File: src/hw/rtl/key_value_line_parser_fnv1a_macros.svh
// Assertion macros used by the line parser top level.
`ifndef KEY_VALUE_LINE_PARSER_FNV1A_MACROS_SVH
`define KEY_VALUE_LINE_PARSER_FNV1A_MACROS_SVH

// Same-cycle implication, checked outside reset.
`define KVLP_ASSERT_NOW(lbl, ante, cons, msg) \
  lbl: assert property (@(posedge clk) disable iff (!rst_n) (ante) |-> (cons)) else $error(msg);

// Next-cycle implication, checked outside reset.
`define KVLP_ASSERT_NEXT(lbl, ante, cons, msg) \
  lbl: assert property (@(posedge clk) disable iff (!rst_n) (ante) |=> (cons)) else $error(msg);

`endif

File: src/hw/rtl/kvlp_pkg.sv
// Types, constants and helper functions of the key/value line parser.
package kvlp_pkg;

  localparam int OFFSET_W = 32;

  typedef logic [OFFSET_W-1:0] pos_t;
  typedef logic [63:0]         hash_t;

  localparam hash_t FNV_BASIS = 64'hcbf29ce484222325;

  localparam logic [7:0] CH_NUL  = 8'h00;
  localparam logic [7:0] CH_NL   = 8'h0a;
  localparam logic [7:0] CH_HASH = 8'h23;
  localparam logic [7:0] CH_SEP  = 8'h21;
  localparam logic [7:0] CH_SPC  = 8'h20;
  localparam logic [7:0] CH_TAB  = 8'h09;
  localparam logic [7:0] CH_CR   = 8'h0d;

  // Per-line parse state; cleared at every line end.
  typedef struct packed {
    logic  key_begun;
    logic  comment_line;
    pos_t  key_start;
    hash_t run_hash;
    hash_t hash_lns;
    pos_t  lns_pos;
    logic  sep_seen;
    logic  key_empty;
    hash_t hash_sep;
    pos_t  key_end;
    logic  val_begun;
    pos_t  val_start;
    pos_t  val_end;
  } kvlp_line_t;

  localparam kvlp_line_t LINE_CLEAR = '{
    key_begun:    1'b0,
    comment_line: 1'b0,
    key_start:    '0,
    run_hash:     FNV_BASIS,
    hash_lns:     FNV_BASIS,
    lns_pos:      '0,
    sep_seen:     1'b0,
    key_empty:    1'b0,
    hash_sep:     '0,
    key_end:      '0,
    val_begun:    1'b0,
    val_start:    '0,
    val_end:      '0
  };

  // One result; the last field sits in the lowest bits.
  typedef struct packed {
    logic [31:0] value_length;
    logic [31:0] value_pos;
    logic [31:0] key_length;
    logic [31:0] key_pos;
    hash_t       key_fnv;
  } kvlp_result_t;

  // Parser status seen by the top level checks.
  typedef struct packed {
    logic pos_zero;
    logic stopped;
  } kvlp_status_t;

  function automatic logic is_blank(input logic [7:0] c);
    return (c == CH_SPC) || ((c >= CH_TAB) && (c <= CH_CR));
  endfunction

  // FNV-1a step. The prime is 2^40 + 0x1b3, so the product is a sum of shifts.
  function automatic hash_t fnv_step(input hash_t h, input logic [7:0] c);
    hash_t x;
    x = h ^ {56'd0, c};
    return x + (x << 1) + (x << 4) + (x << 5) + (x << 7) + (x << 8) + (x << 40);
  endfunction

endpackage

File: src/hw/rtl/key_value_line_parser_fnv1a.sv
// Top level of the key/value line parser with FNV-1a 64 key hashing.
//
//  channel | dir | payload (tdata, low bit up)                                  | side
//  in_     | in  | data_byte[7:0]                                               | tlast=last_byte
//  out_    | out | key_fnv[63:0] key_pos[95:64] key_length[127:96]              | -
//          |     | value_pos[159:128] value_length[191:160]                     |
//
// One byte request per cycle unless the output stalls; results leave via the output register.
// The rate is set by the FNV multiply-by-prime loop, one byte per cycle in the line state.
// Reset (rst_n low, synchronous) clears positions and the line state to the start of a file.
// A stalled result holds the output register; one more byte waits in the input register.
`include "key_value_line_parser_fnv1a_macros.svh"

module key_value_line_parser_fnv1a (
  input  logic         clk,
  input  logic         rst_n,
  input  logic         in_tvalid,
  output logic         in_tready,
  input  logic [7:0]   in_tdata,   // data_byte[7:0]
  input  logic         in_tlast,
  output logic         out_tvalid,
  input  logic         out_tready,
  output logic [191:0] out_tdata   // key_fnv, key_pos, key_length, value_pos, value_length
);

  logic                   advance;
  logic                   fire;
  logic [7:0]             byte_q;
  logic                   last_q;
  logic                   emit;
  kvlp_pkg::kvlp_result_t result;
  kvlp_pkg::kvlp_status_t status;

  kvlp_in_stage u_in (
    .clk       (clk),
    .rst_n     (rst_n),
    .in_tvalid (in_tvalid),
    .in_tready (in_tready),
    .in_tdata  (in_tdata),
    .in_tlast  (in_tlast),
    .advance   (advance),
    .fire      (fire),
    .byte_q    (byte_q),
    .last_q    (last_q)
  );

  kvlp_line_state u_line (
    .clk    (clk),
    .rst_n  (rst_n),
    .fire   (fire),
    .byte_q (byte_q),
    .last_q (last_q),
    .emit   (emit),
    .result (result),
    .status (status)
  );

  kvlp_out_stage u_out (
    .clk        (clk),
    .rst_n      (rst_n),
    .load       (fire && emit),
    .result     (result),
    .advance    (advance),
    .out_tvalid (out_tvalid),
    .out_tready (out_tready),
    .out_tdata  (out_tdata)
  );

  `KVLP_ASSERT_NEXT(a_last_resets, fire && last_q, status.pos_zero && !status.stopped, "last byte did not reset the parser")
  `KVLP_ASSERT_NOW(a_no_emit_stopped, fire && status.stopped, !emit, "result produced after a zero byte")
  `KVLP_ASSERT_NEXT(a_emit_reaches_out, fire && emit, out_tvalid, "result was not registered")

endmodule

File: src/hw/rtl/kvlp_in_stage.sv
// Input register that holds one byte request until the parser takes it.
module kvlp_in_stage (
  input  logic       clk,
  input  logic       rst_n,
  input  logic       in_tvalid,
  output logic       in_tready,
  input  logic [7:0] in_tdata,
  input  logic       in_tlast,
  input  logic       advance,
  output logic       fire,
  output logic [7:0] byte_q,
  output logic       last_q
);

  logic       vld_r;
  logic       vld_nxt;
  logic [7:0] byte_r;
  logic       last_r;
  logic       take;

  assign in_tready = !vld_r || advance;
  assign take      = in_tvalid && in_tready;
  assign fire      = vld_r && advance;
  assign byte_q    = byte_r;
  assign last_q    = last_r;

  always_comb begin
    vld_nxt = vld_r;
    if (take) begin
      vld_nxt = 1'b1;
    end else if (fire) begin
      vld_nxt = 1'b0;
    end
  end

  always_ff @(posedge clk) begin
    if (!rst_n) begin
      vld_r <= 1'b0;
    end else begin
      vld_r <= vld_nxt;
    end
  end

  always_ff @(posedge clk) begin
    if (take) begin
      byte_r <= in_tdata;
      last_r <= in_tlast;
    end
  end

endmodule

File: src/hw/rtl/kvlp_line_state.sv
// Line parser state, per-byte update and result decision.
module kvlp_line_state (
  input  logic                  clk,
  input  logic                  rst_n,
  input  logic                  fire,
  input  logic [7:0]            byte_q,
  input  logic                  last_q,
  output logic                  emit,
  output kvlp_pkg::kvlp_result_t result,
  output kvlp_pkg::kvlp_status_t status
);

  kvlp_pkg::pos_t       pos_r;
  kvlp_pkg::pos_t       pos_nxt;
  logic                 stopped_r;
  logic                 stopped_nxt;
  kvlp_pkg::kvlp_line_t line_r;
  kvlp_pkg::kvlp_line_t line_nxt;
  kvlp_pkg::kvlp_line_t tk;
  kvlp_pkg::kvlp_line_t st;
  kvlp_pkg::hash_t      hash_upd;
  kvlp_pkg::pos_t       key_len;
  kvlp_pkg::pos_t       val_len;
  logic                 blank;
  logic                 sep;
  logic                 normal;
  logic                 line_end;

  assign blank    = kvlp_pkg::is_blank(byte_q);
  assign sep      = (byte_q == kvlp_pkg::CH_SEP);
  assign hash_upd = kvlp_pkg::fnv_step(line_r.run_hash, byte_q);
  assign normal   = !stopped_r && (byte_q != kvlp_pkg::CH_NUL) && (byte_q != kvlp_pkg::CH_NL);
  // The byte marked last closes the line as if a newline followed it.
  assign line_end = !stopped_r && (byte_q != kvlp_pkg::CH_NUL) &&
                    ((byte_q == kvlp_pkg::CH_NL) || last_q);

  // State after taking an ordinary byte.
  always_comb begin
    tk = line_r;
    if (sep) begin
      tk.sep_seen  = 1'b1;
      tk.key_empty = !line_r.key_begun;
      tk.hash_sep  = line_r.hash_lns;
      tk.key_end   = line_r.lns_pos;
      tk.val_begun = 1'b0;
      tk.val_start = '0;
      tk.val_end   = '0;
    end
    if (blank) begin
      if (line_r.key_begun) begin
        tk.run_hash = hash_upd;
      end
    end else begin
      if (!line_r.key_begun) begin
        tk.key_begun    = 1'b1;
        tk.key_start    = pos_r;
        tk.comment_line = (byte_q == kvlp_pkg::CH_HASH);
      end
      tk.run_hash = hash_upd;
      tk.hash_lns = hash_upd;
      tk.lns_pos  = pos_r;
      // Only a separator seen earlier on the line opens the value.
      if (line_r.sep_seen && !sep) begin
        if (!line_r.val_begun) begin
          tk.val_begun = 1'b1;
          tk.val_start = pos_r;
        end
        tk.val_end = pos_r;
      end
    end
  end

  assign st = normal ? tk : line_r;

  assign emit = line_end && st.sep_seen && !st.key_empty && !st.comment_line && st.val_begun;

  assign key_len = st.key_end - st.key_start + kvlp_pkg::pos_t'(1);
  assign val_len = st.val_end - st.val_start + kvlp_pkg::pos_t'(1);

  always_comb begin
    result.key_fnv      = st.hash_sep;
    result.key_pos      = 32'(st.key_start);
    result.key_length   = 32'(key_len);
    result.value_pos    = 32'(st.val_start);
    result.value_length = 32'(val_len);
  end

  always_comb begin
    pos_nxt     = pos_r;
    stopped_nxt = stopped_r;
    line_nxt    = line_r;
    if (fire) begin
      if (last_q) begin
        pos_nxt     = '0;
        stopped_nxt = 1'b0;
        line_nxt    = kvlp_pkg::LINE_CLEAR;
      end else if (!stopped_r) begin
        pos_nxt = pos_r + kvlp_pkg::pos_t'(1);
        if (byte_q == kvlp_pkg::CH_NUL) begin
          stopped_nxt = 1'b1;
        end else if (byte_q == kvlp_pkg::CH_NL) begin
          line_nxt = kvlp_pkg::LINE_CLEAR;
        end else begin
          line_nxt = tk;
        end
      end
    end
  end

  always_ff @(posedge clk) begin
    if (!rst_n) begin
      pos_r     <= '0;
      stopped_r <= 1'b0;
      line_r    <= kvlp_pkg::LINE_CLEAR;
    end else begin
      pos_r     <= pos_nxt;
      stopped_r <= stopped_nxt;
      line_r    <= line_nxt;
    end
  end

  assign status.pos_zero = (pos_r == '0);
  assign status.stopped  = stopped_r;

endmodule

File: src/hw/rtl/kvlp_out_stage.sv
// Result register on the output stream.
module kvlp_out_stage (
  input  logic                   clk,
  input  logic                   rst_n,
  input  logic                   load,
  input  kvlp_pkg::kvlp_result_t result,
  output logic                   advance,
  output logic                   out_tvalid,
  input  logic                   out_tready,
  output logic [191:0]           out_tdata
);

  logic                   vld_r;
  logic                   vld_nxt;
  kvlp_pkg::kvlp_result_t data_r;

  // The register is free when empty or when its request completes this cycle.
  assign advance    = !vld_r || out_tready;
  assign out_tvalid = vld_r;
  assign out_tdata  = data_r;

  always_comb begin
    vld_nxt = vld_r;
    if (load) begin
      vld_nxt = 1'b1;
    end else if (out_tready) begin
      vld_nxt = 1'b0;
    end
  end

  always_ff @(posedge clk) begin
    if (!rst_n) begin
      vld_r <= 1'b0;
    end else begin
      vld_r <= vld_nxt;
    end
  end

  always_ff @(posedge clk) begin
    if (load) begin
      data_r <= result;
    end
  end

endmodule

File: config.mk
export PLATFORM = sky130hd
export DESIGN_NAME = key_value_line_parser_fnv1a
export DESIGN_NICKNAME = d
export VERILOG_FILES = /design/src/hw/rtl/kvlp_pkg.sv /design/src/hw/rtl/key_value_line_parser_fnv1a.sv /design/src/hw/rtl/kvlp_in_stage.sv /design/src/hw/rtl/kvlp_line_state.sv /design/src/hw/rtl/kvlp_out_stage.sv
export VERILOG_INCLUDE_DIRS = /design/src /design/src/hw/rtl
export SDC_FILE = /design/constraint.sdc
export NUM_CORES = 2
export LEC_CHECK = 0
export BUFFER_PORTS_ARGS = -buffer_cell sky130_fd_sc_hd__clkbuf_2
export CAP_MARGIN = 30
export CORE_ASPECT_RATIO = 0.6
export CORE_UTILIZATION = 62
export DETAILED_ROUTE_END_ITERATION = 12
export PLACE_DENSITY = 0.78
export SETUP_SLACK_MARGIN = 0.1
export SLEW_MARGIN = 30
export SYNTH_ARGS = -nofsm -noshare
export SYNTH_HDL_FRONTEND = slang
export SYNTH_SLANG_ARGS = --single-unit
File: constraint.sdc
create_clock -name clk -period 16.87 [get_ports clk]
set_input_delay 1.687 -clock clk [delete_from_list [all_inputs] [get_ports clk]]
set_output_delay 1.687 -clock clk [all_outputs]
set_load 0.01 [all_outputs]
==> impl_metrics.csv <==
group,metric,value,unit
yosys,synth-async-reset-ratio,0,%
job,drv.max_cap_violation_count,0,
grt,grt_start_max_net_pins,83,
grt,grt_use_total,34.3,%
clock_network,cts_tree,"yes",
clock_network,htree_levels,2,
clock_network,clk_pin_slew,70,ps
clock_network,clk_path_buf_depth,3,
critical_path,slowest_stage,"buf_4",
worst_hold_path,hp-class,"flip-flop to flip-flop",
timing,fin_hold_ws,456,ps
timing,max_freq,141,MHz
floorplanning,ios,207,
yosys,synth.distinct_cells,82,
run_status,status,"finished, final reports clean",
grt,antenna_found_initial,3,
placement,dp_hpwl,75300,microns
routing,finalWirelength,100000,microns
routing,wl_per_cell,23.1,microns
timing,slew_headroom,28.1,%
routing,via_per_inst,6.24,
critical_path,critPathTopFamily,"compound AO/OA/AOI/OAI gates",
critical_path,crit_path_end_kind,"flip-flop",
yosys,synthesis.nets,3898,
critical_path,crit_chain,"nor3_1 > and3b_1 > a21oi_1 > nand2_4 > buf_4 > mux2_2 > ha_1 > ha_1 > inv_1 > fa_1 > nor2b_1 > o31a_1 > o22ai_2 > a31oi_1 > o41a_1 > a221oi_2 > o21ba_2 > o21ai_0 > xor2_1",
routing,num_vias,27100,
floorplanning,die_w,312,microns
clock_network,cts.sinks,593,
grt,overflow,0,
cells_and_area,fin_nets,4022,
critical_path,slowest_delay,830,ps
clock_network,clk-insertion-delay-late,650,ps
yosys,synthCells,3414,
placement,portBuffers,206,
grt,grt_pass1_vias,26200,
yosys,syn_area,35700,sq um
timing,fin_crit_sh,42.0,%
clock_network,cts_hold_buf,0,
timing,fin_skew,31.8,ps
timing,drv_slew,0,
timing,min_period,7090,ps
yosys,synth.largest_area_cell,"dfxtp_1",
routing,drt_first_iter_violations,3135,
yosys,yosys.area.top_type_share,22.0,%
timing,hold_viol,0,
floorplanning,start_util,63.3,%
yosys,synth-edff-count,201,
critical_path,crit_type,"flip-flop to flip-flop",
clock_network,numCtsBuffers,54,
timing,setup_tns,0,ps
yosys,synth.most_common_cell,"inv_1",
timing,rsz0062_at_grt,"false",
clock_network,post_cts_resized,0,
critical_path,crit_top_cell,"ha_1",
cells_and_area,layout-drive-gt1-share,13.1,%
critical_path,cp_max_fo,56,
clock_network,cts_setup_buffers,0,
critical_path,required,17240,ps
yosys,synth_common_cells,"inv_1, dfxtp_1, a22o_1",
critical_path,critPathArrivalTime,7460,ps
yosys,ys_ff_latch,593,
routing,drcViolationCount,0,
critical_path,startpoint_type,"flip-flop",
placement,gp_congestion,1.03,
grt,grt_pass1_wl,155000,microns
routing,route.antenna.remaining_nets,0,
floorplanning,die_area,58500,sq um
floorplanning,rows,67,
yosys,synth_area_leaders,"dfxtp_1, edfxtp_1, fa_1, ha_1, a22o_1",
clock_network,cts.root.buffer_cell,"clkbuf_16",
cells_and_area,synthToLayoutAreaGrowth,10.1,%
timing,tightest_slew,1070,ps
critical_path,cp.buffers_inverters,2,
yosys,synth_warnings,0,
yosys,ys_seq_area_share,38.9,%
yosys,avgSynthCellArea,10.5,sq um
routing,drtPass1Iterations,6,
floorplanning,die_h,188,microns
yosys,yosys_most_used_dff,"dfxtp_1",
timing,finalSetupViolations,0,
floorplanning,coreArea,56300,sq um
## area by class of cell
cell class	count	area (sq um)
clock buffers	73	1550
flip-flops and latches	593	13900
diodes	1	2.50
repair buffers	245	1390
multi-input cells	2180	19500
well taps	759	950
clock inverters	29	299
inverters	464	1740
fillers	4167	17100
## sequential cells by signal, summed over array words and instances (netlist names)
signal,flops
u_in.byte_q,8
u_in.last_q,1
u_in.vld_r,1
u_line.line_r,357
u_line.pos_r,32
u_line.stopped_r,1
u_out.out_tdata,192
u_out.out_tvalid,1
## routing by layer
layer	track usage [%]	share of wire, %	vias up
li1	-	-	12100
met1	54.9	47	13400
met2	44.4	38	1476
met3	11.0	13	136
met4	7.20	1.6	0
met5	0	0	-
## worst register-to-register path: stages (launching register included)
cell,delay [ps]
edfxtp_1,450
nor3_1,640
and3b_1,400
a21oi_1,270
nand2_4,570
buf_4,870
mux2_2,470
ha_1,230
ha_1,240
inv_1,100
fa_1,230
nor2b_1,80
o31a_1,290
o22ai_2,300
a31oi_1,290
o41a_1,530
a221oi_2,390
o21ba_2,200
o21ai_0,100
xor2_1,180
## layout by cell type, fill, tap and decap left out, types with 86 or more instances in the layout
master      n
nor2_1    138
clkbuf_2  206
o21ai_0    86
a21oi_1   190
edfxtp_1  201
ha_1      229
dfxtp_1   392
xnor2_1    99
a22o_1    274
mux2_2     98
inv_1     464
fa_1      242
nand2_1   198
## worst paths after layout
path         slack (ps)  cells after the start                              end                             from
min                 460                      2  u_line.line_r[275]$_SDFFE_PN0P_  u_line.line_r[275]$_SDFFE_PN0P_
max                9780                     19   u_out.out_tdata[125]$_DFFE_PP_         u_in.byte_q[4]$_DFFE_PP_
min reg2reg         460                      2  u_line.line_r[275]$_SDFFE_PN0P_  u_line.line_r[275]$_SDFFE_PN0P_
max reg2reg        9780                     19   u_out.out_tdata[125]$_DFFE_PP_         u_in.byte_q[4]$_DFFE_PP_
## kinds of logic (layout without fill, tap and decap cells)
kind of cell	Yosys count	in the layout	synth area share [%]
AOI/OAI and AO/OA	833	833	16.8
buffers and inverters	641	811	6.85
DFF	593	593	38.9
and+or+nand+nor	567	567	7.45
adders and majority gates	477	477	21.8
xor gates and xnor gates	171	171	4.20
muxes	132	132	4.05
other	0	1	0
## stage by stage
stage / instances / utilization (%) / cell area, sq um / setup slack [ps]
after floorplan: 3414 / - / 35700 / 3340
after global placement: 4238 / 66.2 / 37300 / 10420
after detailed placement: 4240 / 66.4 / 37400 / 10190
after CTS: 4342 / 69.6 / 39200 / 10160
after global routing: 4344 / 69.7 / 39300 / 9710
final: 4344 / 69.7 / 39300 / 9780
Power is left out: the tool's default activity adds up to more than one toggle a clock period on the data nets, which glitch-free logic cannot reach.
